`config.mk`:
```
export PLATFORM = sky130hd
export DESIGN_NAME = rocket_flight_sequencer_core
export DESIGN_NICKNAME = d
export VERILOG_FILES = /design/src/rtl/core/rfs_pkg.sv /design/src/rtl/core/rfs_regs.sv /design/src/rtl/core/rfs_step.sv /design/src/rtl/core/rocket_flight_sequencer_core.sv
export SDC_FILE = /design/constraint.sdc
export NUM_CORES = 1
export LEC_CHECK = 0
export BUFFER_PORTS_ARGS = -buffer_cell sky130_fd_sc_hd__buf_2
export CAP_MARGIN = 20
export CORE_MARGIN = 3
export CORE_UTILIZATION = 30
export DETAILED_ROUTE_END_ITERATION = 6
export GPL_ROUTABILITY_DRIVEN = 0
export PLACE_DENSITY = 0.57
export SYNTH_ARGS = -nofsm -noshare
export SYNTH_HDL_FRONTEND = slang
export SYNTH_HIERARCHICAL = 1
export SYNTH_SLANG_ARGS = --single-unit
export TNS_END_PERCENT = 10
```
`constraint.sdc`:
```
create_clock -name clk -period 6.8 [get_ports clk]
set_input_delay 1.36 -clock clk [delete_from_list [all_inputs] [get_ports clk]]
set_output_delay 1.36 -clock clk [all_outputs]
set_load 0.01 [all_outputs]
```
`src/rtl/core/rfs_pkg.sv`:
```
// Shared types, codes and reset constants of the rocket flight sequencer.
package rfs_pkg;

	// Flight phase, one-hot inside the sequencer.
	typedef enum logic [9:0] {
		PH_INIT      = 10'b00_0000_0001,
		PH_GROUND    = 10'b00_0000_0010,
		PH_RISING    = 10'b00_0000_0100,
		PH_APOGEE    = 10'b00_0000_1000,
		PH_PARACHUTE = 10'b00_0001_0000,
		PH_DETACH    = 10'b00_0010_0000,
		PH_FALLING   = 10'b00_0100_0000,
		PH_DEPLOY    = 10'b00_1000_0000,
		PH_TOUCH     = 10'b01_0000_0000,
		PH_END       = 10'b10_0000_0000
	} phase_t;

	// Pending timed wait, one-hot.
	typedef enum logic [3:0] {
		WK_NONE    = 4'b0001,
		WK_CONFIRM = 4'b0010,
		WK_SETTLE  = 4'b0100,
		WK_HOLD    = 4'b1000
	} wait_t;

	// Phase codes as reported on the result stream.
	localparam logic [3:0] PHASE_CODE_INIT      = 4'd0;
	localparam logic [3:0] PHASE_CODE_GROUND    = 4'd1;
	localparam logic [3:0] PHASE_CODE_RISING    = 4'd2;
	localparam logic [3:0] PHASE_CODE_APOGEE    = 4'd3;
	localparam logic [3:0] PHASE_CODE_PARACHUTE = 4'd4;
	localparam logic [3:0] PHASE_CODE_DETACH    = 4'd5;
	localparam logic [3:0] PHASE_CODE_FALLING   = 4'd6;
	localparam logic [3:0] PHASE_CODE_DEPLOY    = 4'd7;
	localparam logic [3:0] PHASE_CODE_TOUCH     = 4'd8;
	localparam logic [3:0] PHASE_CODE_END       = 4'd9;

	// Configuration register indexes.
	localparam logic [2:0] REG_LAUNCH_ALT   = 3'd0;
	localparam logic [2:0] REG_DEPLOY_ALT   = 3'd1;
	localparam logic [2:0] REG_ABORT_START  = 3'd2;
	localparam logic [2:0] REG_APOGEE_TIME  = 3'd3;
	localparam logic [2:0] REG_END_TIME     = 3'd4;
	localparam logic [2:0] REG_CONFIRM_DLY  = 3'd5;
	localparam logic [2:0] REG_SETTLE_DLY   = 3'd6;
	localparam logic [2:0] REG_SERVO_HOLD   = 3'd7;

	// Register reset values.
	localparam int RST_LAUNCH_ALT  = 200;
	localparam int RST_DEPLOY_ALT  = 1250;
	localparam int RST_ABORT_START = 3000;
	localparam int RST_APOGEE_TIME = 30000;
	localparam int RST_END_TIME    = 600 * 1000;
	localparam int RST_CONFIRM_DLY = 100;
	localparam int RST_SETTLE_DLY  = 3000;
	localparam int RST_SERVO_HOLD  = 1000;

	function automatic logic [3:0] phase_code(input phase_t ph);
		logic [3:0] code;
		unique case (ph)
			PH_INIT:      code = PHASE_CODE_INIT;
			PH_GROUND:    code = PHASE_CODE_GROUND;
			PH_RISING:    code = PHASE_CODE_RISING;
			PH_APOGEE:    code = PHASE_CODE_APOGEE;
			PH_PARACHUTE: code = PHASE_CODE_PARACHUTE;
			PH_DETACH:    code = PHASE_CODE_DETACH;
			PH_FALLING:   code = PHASE_CODE_FALLING;
			PH_DEPLOY:    code = PHASE_CODE_DEPLOY;
			PH_TOUCH:     code = PHASE_CODE_TOUCH;
			PH_END:       code = PHASE_CODE_END;
			default:      code = PHASE_CODE_INIT;
		endcase
		return code;
	endfunction

endpackage

```
`src/rtl/core/rfs_regs.sv`:
```
// APB configuration register file of the rocket flight sequencer.
module rfs_regs #(
	parameter int TIME_BITS = 32,
	parameter int ALT_BITS  = 20,
	localparam int DATA_W   = (TIME_BITS > 32) ? 64 : 32,
	localparam int SHIFT    = (TIME_BITS > 32) ? 3 : 2,
	localparam int ADDR_W   = SHIFT + 3
) (
	input  logic                        clk,
	input  logic                        arst_n,
	input  logic                        psel,
	input  logic                        penable,
	input  logic                        pwrite,
	input  logic [ADDR_W-1:0]           paddr,
	input  logic [DATA_W-1:0]           pwdata,
	output logic [DATA_W-1:0]           prdata,
	output logic                        pready,
	output logic signed [ALT_BITS-1:0]  launch_altitude,
	output logic signed [ALT_BITS-1:0]  deploy_altitude,
	output logic [TIME_BITS-1:0]        abort_window_start,
	output logic [TIME_BITS-1:0]        apogee_time,
	output logic [TIME_BITS-1:0]        end_time,
	output logic [TIME_BITS-1:0]        confirm_delay,
	output logic [TIME_BITS-1:0]        settle_delay,
	output logic [TIME_BITS-1:0]        servo_hold
);
	import rfs_pkg::*;

	logic [2:0] idx;
	logic       wr_en;

	assign pready = 1'b1;
	assign idx    = paddr[ADDR_W-1:SHIFT];
	assign wr_en  = psel && penable && pwrite && pready;

	always_ff @(posedge clk or negedge arst_n) begin
		if (!arst_n) begin
			launch_altitude    <= ALT_BITS'(RST_LAUNCH_ALT);
			deploy_altitude    <= ALT_BITS'(RST_DEPLOY_ALT);
			abort_window_start <= TIME_BITS'(RST_ABORT_START);
			apogee_time        <= TIME_BITS'(RST_APOGEE_TIME);
			end_time           <= TIME_BITS'(RST_END_TIME);
			confirm_delay      <= TIME_BITS'(RST_CONFIRM_DLY);
			settle_delay       <= TIME_BITS'(RST_SETTLE_DLY);
			servo_hold         <= TIME_BITS'(RST_SERVO_HOLD);
		end else if (wr_en) begin
			unique case (idx)
				REG_LAUNCH_ALT:  launch_altitude    <= pwdata[ALT_BITS-1:0];
				REG_DEPLOY_ALT:  deploy_altitude    <= pwdata[ALT_BITS-1:0];
				REG_ABORT_START: abort_window_start <= pwdata[TIME_BITS-1:0];
				REG_APOGEE_TIME: apogee_time        <= pwdata[TIME_BITS-1:0];
				REG_END_TIME:    end_time           <= pwdata[TIME_BITS-1:0];
				REG_CONFIRM_DLY: confirm_delay      <= pwdata[TIME_BITS-1:0];
				REG_SETTLE_DLY:  settle_delay       <= pwdata[TIME_BITS-1:0];
				REG_SERVO_HOLD:  servo_hold         <= pwdata[TIME_BITS-1:0];
				default: ;
			endcase
		end
	end

	// Altitude levels read back sign-extended.
	always_comb begin
		unique case (idx)
			REG_LAUNCH_ALT:  prdata = DATA_W'(launch_altitude);
			REG_DEPLOY_ALT:  prdata = DATA_W'(deploy_altitude);
			REG_ABORT_START: prdata = DATA_W'(abort_window_start);
			REG_APOGEE_TIME: prdata = DATA_W'(apogee_time);
			REG_END_TIME:    prdata = DATA_W'(end_time);
			REG_CONFIRM_DLY: prdata = DATA_W'(confirm_delay);
			REG_SETTLE_DLY:  prdata = DATA_W'(settle_delay);
			REG_SERVO_HOLD:  prdata = DATA_W'(servo_hold);
			default:         prdata = '0;
		endcase
	end

endmodule

```
`src/rtl/core/rfs_step.sv`:
```
// Input register, flight state machine and result register of the sequencer.
module rfs_step #(
	parameter int TIME_BITS = 32,
	parameter int ALT_BITS  = 20
) (
	input  logic                        clk,
	input  logic                        arst_n,
	input  logic                        in_valid,
	output logic                        in_ready,
	input  logic [TIME_BITS-1:0]        now_ms,
	input  logic signed [ALT_BITS-1:0]  altitude_dm,
	input  logic                        detach_pin,
	input  logic signed [ALT_BITS-1:0]  launch_altitude,
	input  logic signed [ALT_BITS-1:0]  deploy_altitude,
	input  logic [TIME_BITS-1:0]        abort_window_start,
	input  logic [TIME_BITS-1:0]        apogee_time,
	input  logic [TIME_BITS-1:0]        end_time,
	input  logic [TIME_BITS-1:0]        confirm_delay,
	input  logic [TIME_BITS-1:0]        settle_delay,
	input  logic [TIME_BITS-1:0]        servo_hold,
	output logic                        out_valid,
	input  logic                        out_ready,
	output logic [3:0]                  phase,
	output logic [TIME_BITS-1:0]        flight_ms,
	output logic                        fire1_n,
	output logic                        fire2_n,
	output logic                        servo_move
);
	import rfs_pkg::*;

	// Input stage.
	logic                       valid_s1;
	logic [TIME_BITS-1:0]       now_s1;
	logic signed [ALT_BITS-1:0] alt_s1;
	logic                       pin_s1;

	// Sequencer state.
	phase_t               phase_q, phase_d;
	wait_t                wait_q, wait_d;
	logic [TIME_BITS-1:0] launch_q, launch_d;
	logic [TIME_BITS-1:0] wstamp_q, wstamp_d;
	logic                 fire1_q, fire1_d;
	logic                 fire2_q, fire2_d;

	// Result stage.
	logic                 valid_s2;
	logic [3:0]           phase_s2;
	logic [TIME_BITS-1:0] flight_s2;
	logic                 servo_s2;

	logic                 advance;
	logic                 flown_now, flown_d, captured, servo_d;
	logic [TIME_BITS-1:0] since_launch, ft, waited, flight_d;

	assign advance  = valid_s1 && (!valid_s2 || out_ready);
	assign in_ready = !valid_s1 || advance;

	always_ff @(posedge clk or negedge arst_n) begin
		if (!arst_n) begin
			valid_s1 <= 1'b0;
		end else if (in_ready) begin
			valid_s1 <= in_valid;
		end
	end

	always_ff @(posedge clk) begin
		if (in_ready && in_valid) begin
			now_s1 <= now_ms;
			alt_s1 <= altitude_dm;
			pin_s1 <= detach_pin;
		end
	end

	always_comb begin
		phase_d  = phase_q;
		wait_d   = wait_q;
		launch_d = launch_q;
		wstamp_d = wstamp_q;
		fire1_d  = fire1_q;
		fire2_d  = fire2_q;
		servo_d  = 1'b0;
		captured = 1'b0;

		flown_now    = (phase_q != PH_INIT) && (phase_q != PH_GROUND);
		since_launch = now_s1 - launch_q;
		ft           = flown_now ? since_launch : '0;
		waited       = now_s1 - wstamp_q;

		unique case (phase_q)
			PH_INIT: phase_d = PH_GROUND;
			PH_GROUND: begin
				if (alt_s1 >= launch_altitude) begin
					phase_d  = PH_RISING;
					launch_d = now_s1;
					captured = 1'b1;
				end
			end
			PH_RISING: begin
				if (ft >= abort_window_start && ft < apogee_time) begin
					if (alt_s1 <= launch_altitude) begin
						phase_d = PH_GROUND;
					end
				end else if (ft >= apogee_time) begin
					phase_d = PH_APOGEE;
				end
			end
			PH_APOGEE: phase_d = PH_PARACHUTE;
			PH_PARACHUTE: begin
				fire1_d = 1'b0;
				phase_d = PH_DETACH;
			end
			PH_DETACH: begin
				unique case (wait_q)
					WK_CONFIRM: begin
						if (waited >= confirm_delay) begin
							if (pin_s1) begin
								wait_d   = WK_SETTLE;
								wstamp_d = now_s1;
							end else begin
								wait_d = WK_NONE;
							end
						end
					end
					WK_SETTLE: begin
						if (waited >= settle_delay) begin
							phase_d  = PH_FALLING;
							servo_d  = 1'b1;
							wait_d   = WK_HOLD;
							wstamp_d = now_s1;
						end
					end
					default: begin
						if (pin_s1) begin
							wait_d   = WK_CONFIRM;
							wstamp_d = now_s1;
						end
					end
				endcase
			end
			PH_FALLING: begin
				// Altitude is ignored until the servo hold has run out.
				if (!(wait_q == WK_HOLD && waited < servo_hold)) begin
					if (wait_q == WK_HOLD) begin
						wait_d = WK_NONE;
					end
					if (alt_s1 <= deploy_altitude) begin
						phase_d = PH_DEPLOY;
					end
				end
			end
			PH_DEPLOY: begin
				fire2_d = 1'b0;
				phase_d = PH_TOUCH;
			end
			PH_TOUCH: begin
				if (ft >= end_time) begin
					phase_d = PH_END;
				end
			end
			PH_END: ;
			default: ;
		endcase

		// A fresh launch stamp equals now, so the reported flight time is zero.
		flown_d  = (phase_d != PH_INIT) && (phase_d != PH_GROUND);
		flight_d = (flown_d && !captured) ? since_launch : '0;
	end

	always_ff @(posedge clk or negedge arst_n) begin
		if (!arst_n) begin
			phase_q  <= PH_INIT;
			wait_q   <= WK_NONE;
			launch_q <= '0;
			wstamp_q <= '0;
			fire1_q  <= 1'b1;
			fire2_q  <= 1'b1;
			valid_s2 <= 1'b0;
		end else begin
			if (advance) begin
				phase_q  <= phase_d;
				wait_q   <= wait_d;
				launch_q <= launch_d;
				wstamp_q <= wstamp_d;
				fire1_q  <= fire1_d;
				fire2_q  <= fire2_d;
			end
			if (advance) begin
				valid_s2 <= 1'b1;
			end else if (out_ready) begin
				valid_s2 <= 1'b0;
			end
		end
	end

	always_ff @(posedge clk) begin
		if (advance) begin
			phase_s2  <= phase_code(phase_d);
			flight_s2 <= flight_d;
			servo_s2  <= servo_d;
		end
	end

	assign out_valid  = valid_s2;
	assign phase      = phase_s2;
	assign flight_ms  = flight_s2;
	assign fire1_n    = fire1_q;
	assign fire2_n    = fire2_q;
	assign servo_move = servo_s2;

endmodule

```
`src/rtl/core/rocket_flight_sequencer_core.sv`:
```
// Top level of the rocket flight sequencer: stream ports, APB registers and the sequencer.
// Path: a tick item is captured in the input register, stepped by the flight state
// machine and held in the result register until the result side takes it.
// Throughput: one item per clock; the next-state step between the input register and
// the result register is combinational, and the rate holds while the result side
// stalls only as long as the result register is free or being taken.
// Reset (arst_n low, asynchronous): registers return to their defaults, the phase goes to
// init, both fire lines go high, no wait is pending and both pipeline stages empty.
module rocket_flight_sequencer_core #(
	parameter int TIME_BITS = 32,
	parameter int ALT_BITS  = 20,
	localparam int DATA_W   = (TIME_BITS > 32) ? 64 : 32,
	localparam int ADDR_W   = ((TIME_BITS > 32) ? 3 : 2) + 3,
	localparam int IN_W     = ((TIME_BITS + ALT_BITS + 1 + 7) / 8) * 8,
	localparam int OUT_W    = ((TIME_BITS + 7 + 7) / 8) * 8
) (
	input  logic              clk,
	input  logic              arst_n,
	// Tick items in. s_tdata from bit 0: now_ms, altitude_dm, detach_pin, zero fill.
	input  logic              s_tvalid,
	output logic              s_tready,
	input  logic [IN_W-1:0]   s_tdata,
	// Result items out. m_tdata from bit 0: phase, flight_ms, fire1_n, fire2_n,
	// servo_move, zero fill.
	output logic              m_tvalid,
	input  logic              m_tready,
	output logic [OUT_W-1:0]  m_tdata,
	// Configuration.
	input  logic              psel,
	input  logic              penable,
	input  logic              pwrite,
	input  logic [ADDR_W-1:0] paddr,
	input  logic [DATA_W-1:0] pwdata,
	output logic [DATA_W-1:0] prdata,
	output logic              pready
);
	import rfs_pkg::*;

	logic [TIME_BITS-1:0]       now_ms;
	logic signed [ALT_BITS-1:0] altitude_dm;
	logic                       detach_pin;

	logic signed [ALT_BITS-1:0] launch_altitude, deploy_altitude;
	logic [TIME_BITS-1:0]       abort_window_start, apogee_time, end_time;
	logic [TIME_BITS-1:0]       confirm_delay, settle_delay, servo_hold;

	logic [3:0]           phase;
	logic [TIME_BITS-1:0] flight_ms;
	logic                 fire1_n, fire2_n, servo_move;

	// Unpack the tick fields; the first field sits in the lowest bits.
	assign now_ms      = s_tdata[TIME_BITS-1:0];
	assign altitude_dm = s_tdata[TIME_BITS+ALT_BITS-1:TIME_BITS];
	assign detach_pin  = s_tdata[TIME_BITS+ALT_BITS];

	// Registers are to be written only while no tick is in flight (the user's duty; the block
	// does not enforce it), so the sequencer reads them directly with no shadow copy.
	rfs_regs #(
		.TIME_BITS(TIME_BITS),
		.ALT_BITS (ALT_BITS)
	) u_regs (
		.clk               (clk),
		.arst_n            (arst_n),
		.psel              (psel),
		.penable           (penable),
		.pwrite            (pwrite),
		.paddr             (paddr),
		.pwdata            (pwdata),
		.prdata            (prdata),
		.pready            (pready),
		.launch_altitude   (launch_altitude),
		.deploy_altitude   (deploy_altitude),
		.abort_window_start(abort_window_start),
		.apogee_time       (apogee_time),
		.end_time          (end_time),
		.confirm_delay     (confirm_delay),
		.settle_delay      (settle_delay),
		.servo_hold        (servo_hold)
	);

	// The sequencer registers each tick, steps the flight state once per tick
	// and holds the result in an output register so the next tick can enter
	// while a result still waits.
	rfs_step #(
		.TIME_BITS(TIME_BITS),
		.ALT_BITS (ALT_BITS)
	) u_step (
		.clk               (clk),
		.arst_n            (arst_n),
		.in_valid          (s_tvalid),
		.in_ready          (s_tready),
		.now_ms            (now_ms),
		.altitude_dm       (altitude_dm),
		.detach_pin        (detach_pin),
		.launch_altitude   (launch_altitude),
		.deploy_altitude   (deploy_altitude),
		.abort_window_start(abort_window_start),
		.apogee_time       (apogee_time),
		.end_time          (end_time),
		.confirm_delay     (confirm_delay),
		.settle_delay      (settle_delay),
		.servo_hold        (servo_hold),
		.out_valid         (m_tvalid),
		.out_ready         (m_tready),
		.phase             (phase),
		.flight_ms         (flight_ms),
		.fire1_n           (fire1_n),
		.fire2_n           (fire2_n),
		.servo_move        (servo_move)
	);

	// Pack the result fields from the lowest bit up and zero-fill the top.
	assign m_tdata = OUT_W'({servo_move, fire2_n, fire1_n, flight_ms, phase});

endmodule

```
==> results.toml <==
[floorplanning]
fp-row-count = 107
fp.dieH_um = 302
io_pins = 175
design.core.area_um2 = 85900
start_util = 0.305
die_area_um2 = 91000
fp.dieW_um = 302

[power_and_ir_drop]
power.total_mw = 8.02
irDropWorstVdd_v = 0.000168
power_leakage_nw = 13.8
power.density_nw_per_um2 = 261

[synthesis]
synth-seq-cells = 404
ys_seq_area_frac = 0.405
synthMuxAreaShare = 0.138
synth_flop_cell = "dfrtp_1"
synthSimpleGateAreaFrac = 0.0943
async_reset_ff_frac = 0.777
synthAdderAreaFrac = 0.140
syn_area_um2 = 26200
synth_compound_area_frac = 0.137
synth_cell_types = 108
yosys_warnings = 6
syn_inst = 2514
synth-edff-count = 90
avgSynthCellArea_um2 = 10.4
syn_nets = 2906
synth_top_family_by_area = "adder cells"
synth_xor_xnor_area_share = 0.0217

[cts]
cts_tree = "yes"
clkLatencyLatePin_ns = 0.64
numCtsBuffers = 49
cts.sinks = 404
ctsHoldBuffers = 0
ctsLongestPathBuffers = 3
htreeDepth = 2
cts-root-buf = "clkbuf_16"
clk_pin_slew_ns = 0.06

[critical_path]
end_kind = "flop"
start_kind = "flop"
crit_top_cell = "buf_4"
worst-path-max-fanout = 6
cp_slowest_stage_delay_ns = 0.45
slowest_stage = "edfxtp_1"
critical_path_required_ns = 7.15
crit_arrival_ns = 6.80
critical_path_class = "flop to flop"

[routing]
wl_per_cell_um = 20.6
routed_via_density = 4.96
vias = 19400
drt-initial-drc-count = 1136
wl_um = 80400
firstDrtPassIters = 5
postRouteAntennaNets = 0
drc = 0

[sta]
slew_viol_final = 0
setup_viol = 0
fmax_mhz = 155
worstMarginPinSlew_ns = 1.15
fin_tns_setup_ns = 0
finalClockSkew_ns = 0.0585
rsz0062_at_grt = "no"
finalCritPeriodShare = 0.949
finalHoldViolations = 0
timing.final.crit_period_ns = 6.45
relSlewSlack = 0.224

[final_layout]
nFillCells = 8761
nets = 3114
final_cell_mix = "inv_1, ha_1, dfrtp_1"
areaGrowthSynthToFinish_pct = 17.0
final_common_cell = "inv_1"
final_util = 0.357
layout-drive-gt1-share = 0.257

[worst_hold_path]
hold_path.class = "flop to flop"

[placed_design]
hpwl_um = 61600
io_buffers = 167

[grt]
antenna_found_initial = 3
grt_overflow = 0
grt_pass1_wl_um = 120000
track_usage = 0.174
grt_max_degree = 161
grt_pass1_vias = 19400

[outcome]
status = "complete, no violations"

[flow_run]
max_cap_violations = 0
[state kept, by name, summed over array words and instances (netlist names)]
name,cells
u_regs/abort_window_start,32
u_regs/apogee_time,32
u_regs/confirm_delay,32
u_regs/end_time,32
u_regs/servo_hold,32
u_regs/settle_delay,32
u_step/flight_ms,32
u_step/launch_q,32
u_step/now_s1,32
u_step/wstamp_q,32
u_regs/deploy_altitude,20
u_regs/launch_altitude,20
u_step/alt_s1,20
u_step/phase_q,10
u_step/phase,4
u_step/wait_q,4
u_step/fire1_n,1
u_step/fire2_n,1
u_step/out_valid,1
u_step/pin_s1,1
u_step/servo_move,1
u_step/valid_s1,1
[per-layer routing]
metal  GRT usage  up-vias  wire, um
met4      0.0506        0      2200
met2       0.304      419     39800
met3      0.0251      105      3610
li1            -     9417         -
met5           0        -         0
met1       0.222     9440     34900
[cell families (layout without fill, tap and decap cells)]
| kind of cell | Yosys count | in the layout |
|---|---|---|
| multiplexers | 326 | 326 |
| flip-flops | 404 | 404 |
| other | 2 | 3 |
| AND/OR/NAND/NOR | 496 | 496 |
| buffers and inverters | 394 | 643 |
| adder cells (fa/ha/maj) | 292 | 292 |
| AO/OA/AOI/OAI | 535 | 535 |
| XOR/XNOR | 65 | 65 |
[path summary, 6_finish.rpt]
path                                   from                     end  slack, ns  depth (start not counted)
max reg2reg                u_step/now_s1[1]         u_step/phase[1]       0.35                         32
min in group asynchronous            arst_n  u_regs/apogee_time[27]       0.78                          1
max                        u_step/now_s1[1]         u_step/phase[1]       0.35                         32
min reg2reg                  u_step/fire1_n          u_step/fire1_n       0.49                          1
min                          u_step/fire1_n          u_step/fire1_n       0.49                          1
max in group asynchronous            arst_n      u_step/launch_q[0]       4.63                          2
[through the flow]
stage                     hold slack, ns  cell area (um2)  setup WS (ns)  instances
after floorplan                    0.450            26200          0.942       2514
after global placement             0.467            28500          0.182       3806
after detailed placement           0.481            28500       0.000671       3806
after CTS                          0.491            30400         0.0192       3900
after global routing               0.501            30700        0.00879       3907
final                              0.487            30700          0.350       3908
[where the power goes]
group | internal (mW) | switching, mW
clock | 1.81 | 1.16
combinational | 0.861 | 1.10
sequential | 2.84 | 0.251
[cell type report]
class | count | area (um2) | area share
clock buffer | 64 | 1390 | 0.0454
timing repair buffer | 235 | 1380 | 0.0451
antenna | 1 | 2.50 | 0.0000816
tap | 1144 | 1430 | 0.0467
sequential | 404 | 10600 | 0.346
multi-input combinational | 1716 | 14200 | 0.463
clock inverter | 28 | 467 | 0.0152
inverter | 316 | 1190 | 0.0387
[cell usage after synthesis (all sizes together) (6+ instances only)]
cell type    n  area [um2]
mux2i       51         514
o21bai      10        86.3
xor2        26         228
and4         6        53.8
nand2      131         494
and2        11        72.6
ha         290        3630
inv        316        1190
edfxtp      90        2700
nor4         6        37.5
o31ai        7        66.3
o311ai       7        61.3
or3          7        43.8
dfstp       50        1310
nand4       37         259
dfrtp      264        6610
buf         60         404
a222oi       7        70.1
o21a        21         159
nand2b      23         144
nor2b       28         175
nor2       144         578
a21oi      132         698
a22oi       16         120
xnor2       39         342
a31oi       13        87.6
mux2       275        3100
nand3       41         205
nor3        25         136
o211ai      21         163
clkbuf      18        67.6
a311oi       6        71.3
a22o         8        70.1
a21o        46         357
o22ai       22         138
a2111oi      8        76.3
o22a        21         186
a221oi      10        93.8
and3        12        77.6
o21ai      129         653
or2          7        43.8
a211oi      20         150
nand3b       6        45.0
[worst max-delay path, delay by kind of cell (launching register included)]
family	cells	cell delay (ns)
buf+inv	5	0.83
fa+ha+maj	2	0.52
mux	1	0.26
simple gates	4	0.42
compound gates	18	3.38
xor+xnor	2	0.33
flops	1	0.45
[what timing repair did]
item,CTS,global route
hold endpoints to repair,0,0
gates cloned,0,0
gates resized for setup,1,45
endpoints found under the setup margin,1,67
pin swaps,1,15
setup buffers,2,7
No activity file was read; power rests on OpenSTA's default activity.
